`config.mk`:
```
export PLATFORM = sky130hd
export DESIGN_NAME = color_ratio_preserving_rescale
export DESIGN_NICKNAME = d
export VERILOG_FILES = /design/src/rtl/core/crpr_pkg.sv /design/src/rtl/core/crpr_div_pipe.sv /design/src/rtl/core/color_ratio_preserving_rescale.sv
export SDC_FILE = /design/constraint.sdc
export NUM_CORES = 2
export LEC_CHECK = 0
export ABC_AREA = 1
export BUFFER_PORTS_ARGS = -buffer_cell sky130_fd_sc_hd__buf_4
export CORE_ASPECT_RATIO = 0.6
export CORE_UTILIZATION = 60
export DETAILED_ROUTE_END_ITERATION = 7
export PLACE_DENSITY = 0.82
export SLEW_MARGIN = 10
export SYNTH_ARGS = -nofsm -noshare
export SYNTH_HDL_FRONTEND = slang
export SYNTH_HIERARCHICAL = 1
export SYNTH_SLANG_ARGS = --single-unit
```
`constraint.sdc`:
```
create_clock -name clk -period 16.2 [get_ports clk]
set_input_delay 4.86 -clock clk [delete_from_list [all_inputs] [get_ports clk]]
set_output_delay 4.86 -clock clk [all_outputs]
set_load 0.005 [all_outputs]
```
`src/rtl/core/crpr_pkg.sv`:
```
// Types and constants for the color-ratio-preserving rescale pipeline.
`timescale 1ns / 1ps
`default_nettype none

package crpr_pkg;

  // Sample width and the largest sample value.
  localparam int PIXEL_BITS = 8;
  localparam logic [PIXEL_BITS-1:0] TOPV = '1;

  // Color channels per pixel.
  localparam int NUM_CH = 3;

  // Divider widths: numerator 2*n + d, denominator 2*d, partial remainder.
  localparam int NUM_W = 2 * PIXEL_BITS + 2;
  localparam int DEN_W = PIXEL_BITS + 1;
  localparam int REM_W = PIXEL_BITS + 2;

  typedef logic [PIXEL_BITS-1:0] pix_t;

  // Input beat.
  typedef struct packed {
    pix_t red_in;
    pix_t green_in;
    pix_t blue_in;
    pix_t intensity_orig;
    pix_t intensity_new;
    logic frame_end;
  } in_beat_t;

  // Result beat.
  typedef struct packed {
    pix_t red_out;
    pix_t green_out;
    pix_t blue_out;
    logic frame_end_out;
  } out_beat_t;

  // Request into the divider: three numerators over one shared denominator.
  typedef struct packed {
    logic [NUM_CH-1:0][NUM_W-1:0] num;
    logic [DEN_W-1:0]             den;
    logic                         zero;
    logic                         fend;
  } div_req_t;

  // Response from the divider: three quotients plus the carried flags.
  typedef struct packed {
    logic [NUM_CH-1:0][PIXEL_BITS-1:0] quo;
    logic                              zero;
    logic                              fend;
  } div_rsp_t;

endpackage

`default_nettype wire

```
`src/rtl/core/crpr_div_pipe.sv`:
```
// Pipelined restoring divider, three lanes sharing one denominator, one quotient bit per stage.
`timescale 1ns / 1ps
`default_nettype none

module crpr_div_pipe (
  input  wire logic              clk,
  input  wire logic              rst_n,
  input  wire logic              up_valid,
  output logic                   up_stall,
  input  wire crpr_pkg::div_req_t up_req,
  output logic                   dn_valid,
  input  wire logic              dn_stall,
  output crpr_pkg::div_rsp_t     dn_rsp
);

  localparam int P     = crpr_pkg::PIXEL_BITS;
  localparam int NCH   = crpr_pkg::NUM_CH;
  localparam int NUM_W = crpr_pkg::NUM_W;
  localparam int DEN_W = crpr_pkg::DEN_W;
  localparam int REM_W = crpr_pkg::REM_W;

  typedef struct packed {
    logic [NCH-1:0][REM_W-1:0] rem;
    logic [NCH-1:0][NUM_W-1:0] num;
    logic [NCH-1:0][P-1:0]     quo;
    logic [DEN_W-1:0]          den;
    logic                      zero;
    logic                      fend;
  } step_t;

  step_t st_r  [P];
  logic  v_r   [P];
  step_t src   [P];
  logic  v_src [P];
  logic  [P:0] go;
  step_t seed;

  // Seed the partial remainder with the numerator bits above the quotient.
  always_comb begin
    seed      = '0;
    seed.num  = up_req.num;
    seed.den  = up_req.den;
    seed.zero = up_req.zero;
    seed.fend = up_req.fend;
    for (int k = 0; k < NCH; k++) begin
      seed.rem[k] = up_req.num[k][NUM_W-1:P];
    end
  end

  // A stage advances when empty or when the stage after it advances.
  assign go[P] = !dn_stall;

  for (genvar s = 0; s < P; s++) begin : g_step
    localparam int Bit = P - 1 - s;
    step_t step_nxt;

    if (s == 0) begin : g_first
      assign src[s]   = seed;
      assign v_src[s] = up_valid;
    end else begin : g_next
      assign src[s]   = st_r[s-1];
      assign v_src[s] = v_r[s-1];
    end

    assign go[s] = !v_r[s] || go[s+1];

    // Shift in one numerator bit and subtract the denominator where it fits.
    always_comb begin
      logic [REM_W-1:0] trial;
      logic [REM_W-1:0] den_ext;
      step_nxt = src[s];
      den_ext  = {1'b0, src[s].den};
      for (int k = 0; k < NCH; k++) begin
        trial = {src[s].rem[k][REM_W-2:0], src[s].num[k][Bit]};
        if (trial >= den_ext) begin
          step_nxt.rem[k]      = trial - den_ext;
          step_nxt.quo[k][Bit] = 1'b1;
        end else begin
          step_nxt.rem[k] = trial;
        end
      end
    end

    // Hold the stage while stalled; advance valid with the data.
    always_ff @(posedge clk) begin
      if (!rst_n) begin
        v_r[s] <= 1'b0;
      end else if (go[s]) begin
        v_r[s] <= v_src[s];
      end
    end

    always_ff @(posedge clk) begin
      if (go[s] && v_src[s]) begin
        st_r[s] <= step_nxt;
      end
    end
  end

  assign up_stall    = !go[0];
  assign dn_valid    = v_r[P-1];
  assign dn_rsp.quo  = st_r[P-1].quo;
  assign dn_rsp.zero = st_r[P-1].zero;
  assign dn_rsp.fend = st_r[P-1].fend;

endmodule

`default_nettype wire

```
`src/rtl/core/color_ratio_preserving_rescale.sv`:
```
// Top level of the color-ratio-preserving intensity rescale pipeline.
//
// channel  | ports                          | direction
// ---------+--------------------------------+----------
// input    | in_valid, in_stall, in_data    | in
// result   | out_valid, out_stall, out_data | out
//
// One pixel enters per cycle while in_stall is low; the stages are, in order:
// max, select, multiply, one divider stage per quotient bit, then the output register.
// Reset (synchronous, rst_n low) empties every stage; nothing is held over.
// out_stall freezes the stages that are full; bubbles still close up, so in_stall
// rises only when every stage holds a pixel and the output beat is stalled.
`timescale 1ns / 1ps
`default_nettype none

module color_ratio_preserving_rescale (
  input  wire logic               clk,
  input  wire logic               rst_n,
  input  wire logic               in_valid,
  output logic                    in_stall,
  input  wire crpr_pkg::in_beat_t in_data,
  output logic                    out_valid,
  input  wire logic               out_stall,
  output crpr_pkg::out_beat_t     out_data
);

  localparam int P     = crpr_pkg::PIXEL_BITS;
  localparam int NCH   = crpr_pkg::NUM_CH;
  localparam int NUM_W = crpr_pkg::NUM_W;

  typedef struct packed {
    crpr_pkg::in_beat_t beat;
    crpr_pkg::pix_t     mx;
  } sta_t;

  typedef struct packed {
    logic [NCH-1:0][P-1:0] ch;
    crpr_pkg::pix_t        mul;
    crpr_pkg::pix_t        div;
    logic                  zero;
    logic                  fend;
  } stb_t;

  sta_t               a_r;
  logic               va_r;
  stb_t               b_r;
  logic               vb_r;
  crpr_pkg::div_req_t c_r;
  logic               vc_r;
  logic               out_valid_r;
  crpr_pkg::out_beat_t out_r;

  logic go_a, go_b, go_c, go_o;
  logic div_up_stall, div_dn_valid;
  crpr_pkg::div_rsp_t div_rsp;

  crpr_pkg::pix_t mx_nxt;
  sta_t           a_nxt;
  stb_t           b_nxt;
  crpr_pkg::div_req_t c_nxt;
  crpr_pkg::out_beat_t out_nxt;

  // Ripple the advance condition back from the output register.
  assign go_o     = !out_valid_r || !out_stall;
  assign go_c     = !vc_r || !div_up_stall;
  assign go_b     = !vb_r || go_c;
  assign go_a     = !va_r || go_b;
  assign in_stall = !go_a;

  // Stage A: largest of the three samples.
  always_comb begin
    mx_nxt = in_data.red_in;
    if (in_data.green_in > mx_nxt) mx_nxt = in_data.green_in;
    if (in_data.blue_in > mx_nxt)  mx_nxt = in_data.blue_in;
    a_nxt.beat = in_data;
    a_nxt.mx   = mx_nxt;
  end

  always_ff @(posedge clk) begin
    if (!rst_n) begin
      va_r <= 1'b0;
    end else if (go_a) begin
      va_r <= in_valid;
    end
  end

  always_ff @(posedge clk) begin
    if (go_a && in_valid) begin
      a_r <= a_nxt;
    end
  end

  // Stage B: pick the clipped scale (top/max) or the plain one (new/orig).
  always_comb begin
    logic [2*P-1:0] prod;
    logic [2*P-1:0] lim;
    logic           clip;
    prod      = a_r.mx * a_r.beat.intensity_new;
    lim       = {a_r.beat.intensity_orig, {P{1'b0}}} - {{P{1'b0}}, a_r.beat.intensity_orig};
    clip      = prod > lim;
    b_nxt.ch[0] = a_r.beat.red_in;
    b_nxt.ch[1] = a_r.beat.green_in;
    b_nxt.ch[2] = a_r.beat.blue_in;
    b_nxt.mul   = clip ? crpr_pkg::TOPV : a_r.beat.intensity_new;
    b_nxt.div   = clip ? a_r.mx : a_r.beat.intensity_orig;
    b_nxt.zero  = (a_r.beat.intensity_orig == '0);
    b_nxt.fend  = a_r.beat.frame_end;
  end

  always_ff @(posedge clk) begin
    if (!rst_n) begin
      vb_r <= 1'b0;
    end else if (go_b) begin
      vb_r <= va_r;
    end
  end

  always_ff @(posedge clk) begin
    if (go_b && va_r) begin
      b_r <= b_nxt;
    end
  end

  // Stage C: numerators 2*c*k + d and denominator 2*d for round half up.
  always_comb begin
    logic [2*P-1:0] n;
    for (int k = 0; k < NCH; k++) begin
      n            = b_r.ch[k] * b_r.mul;
      c_nxt.num[k] = {1'b0, n, 1'b0} + NUM_W'(b_r.div);
    end
    c_nxt.den  = {b_r.div, 1'b0};
    c_nxt.zero = b_r.zero;
    c_nxt.fend = b_r.fend;
  end

  always_ff @(posedge clk) begin
    if (!rst_n) begin
      vc_r <= 1'b0;
    end else if (go_c) begin
      vc_r <= vb_r;
    end
  end

  always_ff @(posedge clk) begin
    if (go_c && vb_r) begin
      c_r <= c_nxt;
    end
  end

  // Divide all three lanes, one quotient bit per stage.
  crpr_div_pipe u_div (
    .clk      (clk),
    .rst_n    (rst_n),
    .up_valid (vc_r),
    .up_stall (div_up_stall),
    .up_req   (c_r),
    .dn_valid (div_dn_valid),
    .dn_stall (!go_o),
    .dn_rsp   (div_rsp)
  );

  // Output register: zero intensity forces black, frame end passes through.
  always_comb begin
    out_nxt.red_out       = div_rsp.zero ? '0 : div_rsp.quo[0];
    out_nxt.green_out     = div_rsp.zero ? '0 : div_rsp.quo[1];
    out_nxt.blue_out      = div_rsp.zero ? '0 : div_rsp.quo[2];
    out_nxt.frame_end_out = div_rsp.fend;
  end

  always_ff @(posedge clk) begin
    if (!rst_n) begin
      out_valid_r <= 1'b0;
    end else if (go_o) begin
      out_valid_r <= div_dn_valid;
    end
  end

  always_ff @(posedge clk) begin
    if (go_o && div_dn_valid) begin
      out_r <= out_nxt;
    end
  end

  assign out_valid = out_valid_r;
  assign out_data  = out_r;

endmodule

`default_nettype wire

```
==> impl_results.md <==
- Total track usage: 0.2797
- RePlAce Congestion: 0.9630
- Crit-path slowest cell: nor2_1
- Number of synthesis warnings: 6
- Syn_area_per_cell: 8.928 um2
- Hold Slack: 0.3878 ns
- Min-delay worst type: reg -> reg
- Crit path cell chain: buf_4 -> nand2_1 -> inv_1 -> nand2_1 -> nor2_1 -> nand4_1 -> nor2_2 -> nand3_1 -> inv_2 -> nand2_1 -> nor2_1 -> inv_1 -> nor2_1 -> buf_4
- Power per cell area: 184.1 mW/mm2
- Grt met2 use: 0.3910
- DIE AREA: 0.07618 mm2
- First-pass GRT wire length: 168.1 mm
- Post-route DRC: 18
- Largest net degree at the start of global routing: 63
- Grt ovf: 0
- Worst Max-Slew Pin Slew: 1.101 ns
- Final Hold Fails: 0
- Failing checks: design-rule violations
- Max-slew violation count: 0
- Final Cycle Share: 0.7284
- # setup viols final: 0
- Buf/Inv on CP: 5
- Final Cell Area: 0.04863 mm2
- Slew HR: 0.2662
- Outcome: finished with violations
- H-tree Lvls: 2
- Vias in the first global route: 32150
- CTS tree: done
- Startpoint Class: primary input
- MaxCap Viol Count: 0
- Layout cells sized above 1: 0.07973
- Setup tns final: 0 ns
- Bufs on Longest Clock Path: 3
- Final wirelength: 105.0 mm
- Final nets: 5758
- RSZ-0062 raised after global routing: false
- Delay-heaviest family, CP: simple AND/OR/NAND/NOR gates
- Clock skew: 0.04936 ns
- Initial antenna violation count: 0
- CP arrival: 6.94 ns
- Die X: 355.7 um
- Core area: 0.07389 mm2
- Vias/cell: 5.459
- CP Data Required Time: 11.34 ns
- CTS Root Cell: clkbuf_16
- Routed wire length per instance: 17.02 um
- Total CTS buffers: 59
- Final ANT Viol Nets: 0
- Worst skew pair latency: 0.67 ns
- R2R setup slack: 9.92 ns
- Grt peak-use layer: met1
- Post-CTS Setup Inserts: 0
- TritonRoute pass-1 iters: 8
- Pleak: 24.43 nW
- CTS Sinks: 646
- Fmax: 0.08475 GHz
- Crit path kind: in -> out
- Synthesized area: 0.04503 mm2
- Vias post-DR: 33670
- Max Fanout on Critical Path: 5
- Post-DP HPWL: 81.20 mm
- Rows: 77
- Number of gates resized after cts: 0
- # hold bufs at CTS: 0
- Fin util: 0.6581
- VDD IR-drop max: 227.5 uV
- DRT iter0 DRCs: 3932
- Fill cell count: 5606
- Clock-pin slew on the worst setup and hold paths: 0.08 ns
- Area grow syn2layout: 8.009%
- M1 GR Usage: 0.4327
- Grt met3 use: 0.07583
- Final Critical Period: 11.80 ns
- Buffers on Ports: 71
- Die Ht: 214.2 um
- Starting density of the core: 0.6093
- Crit. End Element: primary output
- Cells after Synth: 5043
- # IOs: 72
- Post-DP Area: 0.04671 mm2
- Largest stage delay, worst path: 0.38 ns
## worst register-to-register path, stage by stage, from the launching register on
cell      delay, ns
edfxtp_1       0.75
nand2_1        0.12
inv_1          0.10
fa_1           0.43
fa_1           0.48
fa_1           0.54
inv_1          0.05
fa_1           0.52
inv_1          0.04
ha_1           0.32
inv_1          0.09
o21bai_1       0.18
a21oi_1        0.09
o21ai_0        0.31
a21oi_1        0.14
xnor2_1        0.15
ha_1           0.30
nand4_1        0.13
nor3_1         0.46
o21ai_1        0.19
nand2_2        0.22
nand2_2        0.24
nand2_1        0.14
nand2_1        0.07
## per-stage QoR
step | total power [mW] | std cells | setup slack, ns
3_3_place_gp | 7.294 | 6057 | 4.643
2_1_floorplan | 6.520 | 5046 | 5.380
4_1_cts | 8.930 | 6167 | 4.460
6_report | 8.951 | 6168 | 4.401
3_5_place_dp | 7.478 | 6057 | 4.546
5_1_grt | 9.798 | 6167 | 4.210
## report_power, final
part           internal (mW)  total [mW]  switching (mW)
combinational           1.95        5.28            3.33
clock                  0.742        1.40           0.661
sequential              2.14        2.27           0.130
total                   4.83        8.95            4.12
## final timing paths
check                               start        to  cells past startpoint
worst min-delay path              a_r[32]   b_r[41]                      0
worst max register to register     a_r[6]    b_r[5]                     23
worst max-delay path            out_stall  in_stall                     14
worst min register to register    a_r[32]   b_r[41]                      0
## sequential cells by signal, summed over array words and instances, names as in the netlist
name,flops
u_div/st_r,460
c_r,58
a_r,49
b_r,42
out_data,25
u_div/v_r,8
out_valid,1
va_r,1
vb_r,1
vc_r,1
## area by class of cell
type | count | area [um2] | area share
clock inverters | 45 | 412.9 | 0.008490
flip-flops and latches | 646 | 19350 | 0.3979
diodes | 1 | 2.502 | 0.00005146
multi-input cells | 3372 | 21860 | 0.4495
well taps | 987 | 1235 | 0.02539
repair buffers | 86 | 645.6 | 0.01328
inverters | 966 | 3627 | 0.07459
clock buffers | 65 | 1499 | 0.03082
## per-layer routing
layer | vias up | wire, um
met3 | 135 | 13420
li1 | 16230 | -
met4 | 2 | 1788
met5 | - | 46
met1 | 15750 | 47590
met2 | 1552 | 42140
## cell usage in the layout (no fill, tap or decap), types with 5 or more instances in the layout
| cell type | instances |
|---|---|
| a21oi_1 | 149 |
| a21oi_4 | 23 |
| a31oi_1 | 5 |
| buf_4 | 86 |
| clkbuf_1 | 6 |
| clkbuf_16 | 59 |
| clkinv_1 | 13 |
| clkinv_2 | 9 |
| clkinv_4 | 7 |
| clkinvlp_4 | 7 |
| dfxtp_1 | 5 |
| edfxtp_1 | 641 |
| fa_1 | 168 |
| ha_1 | 414 |
| inv_1 | 953 |
| inv_2 | 12 |
| nand2_1 | 1618 |
| nand2_2 | 83 |
| nand2_4 | 38 |
| nand2_8 | 7 |
| nand3_1 | 406 |
| nand3_2 | 9 |
| nand3b_1 | 6 |
| nand4_1 | 28 |
| nor2_1 | 168 |
| nor2_2 | 26 |
| nor2_4 | 11 |
| nor3_1 | 11 |
| nor3_2 | 20 |
| o21ai_0 | 31 |
| xnor2_1 | 19 |
| xor2_1 | 102 |
Note: power is estimated with default switching activity, not from simulation.
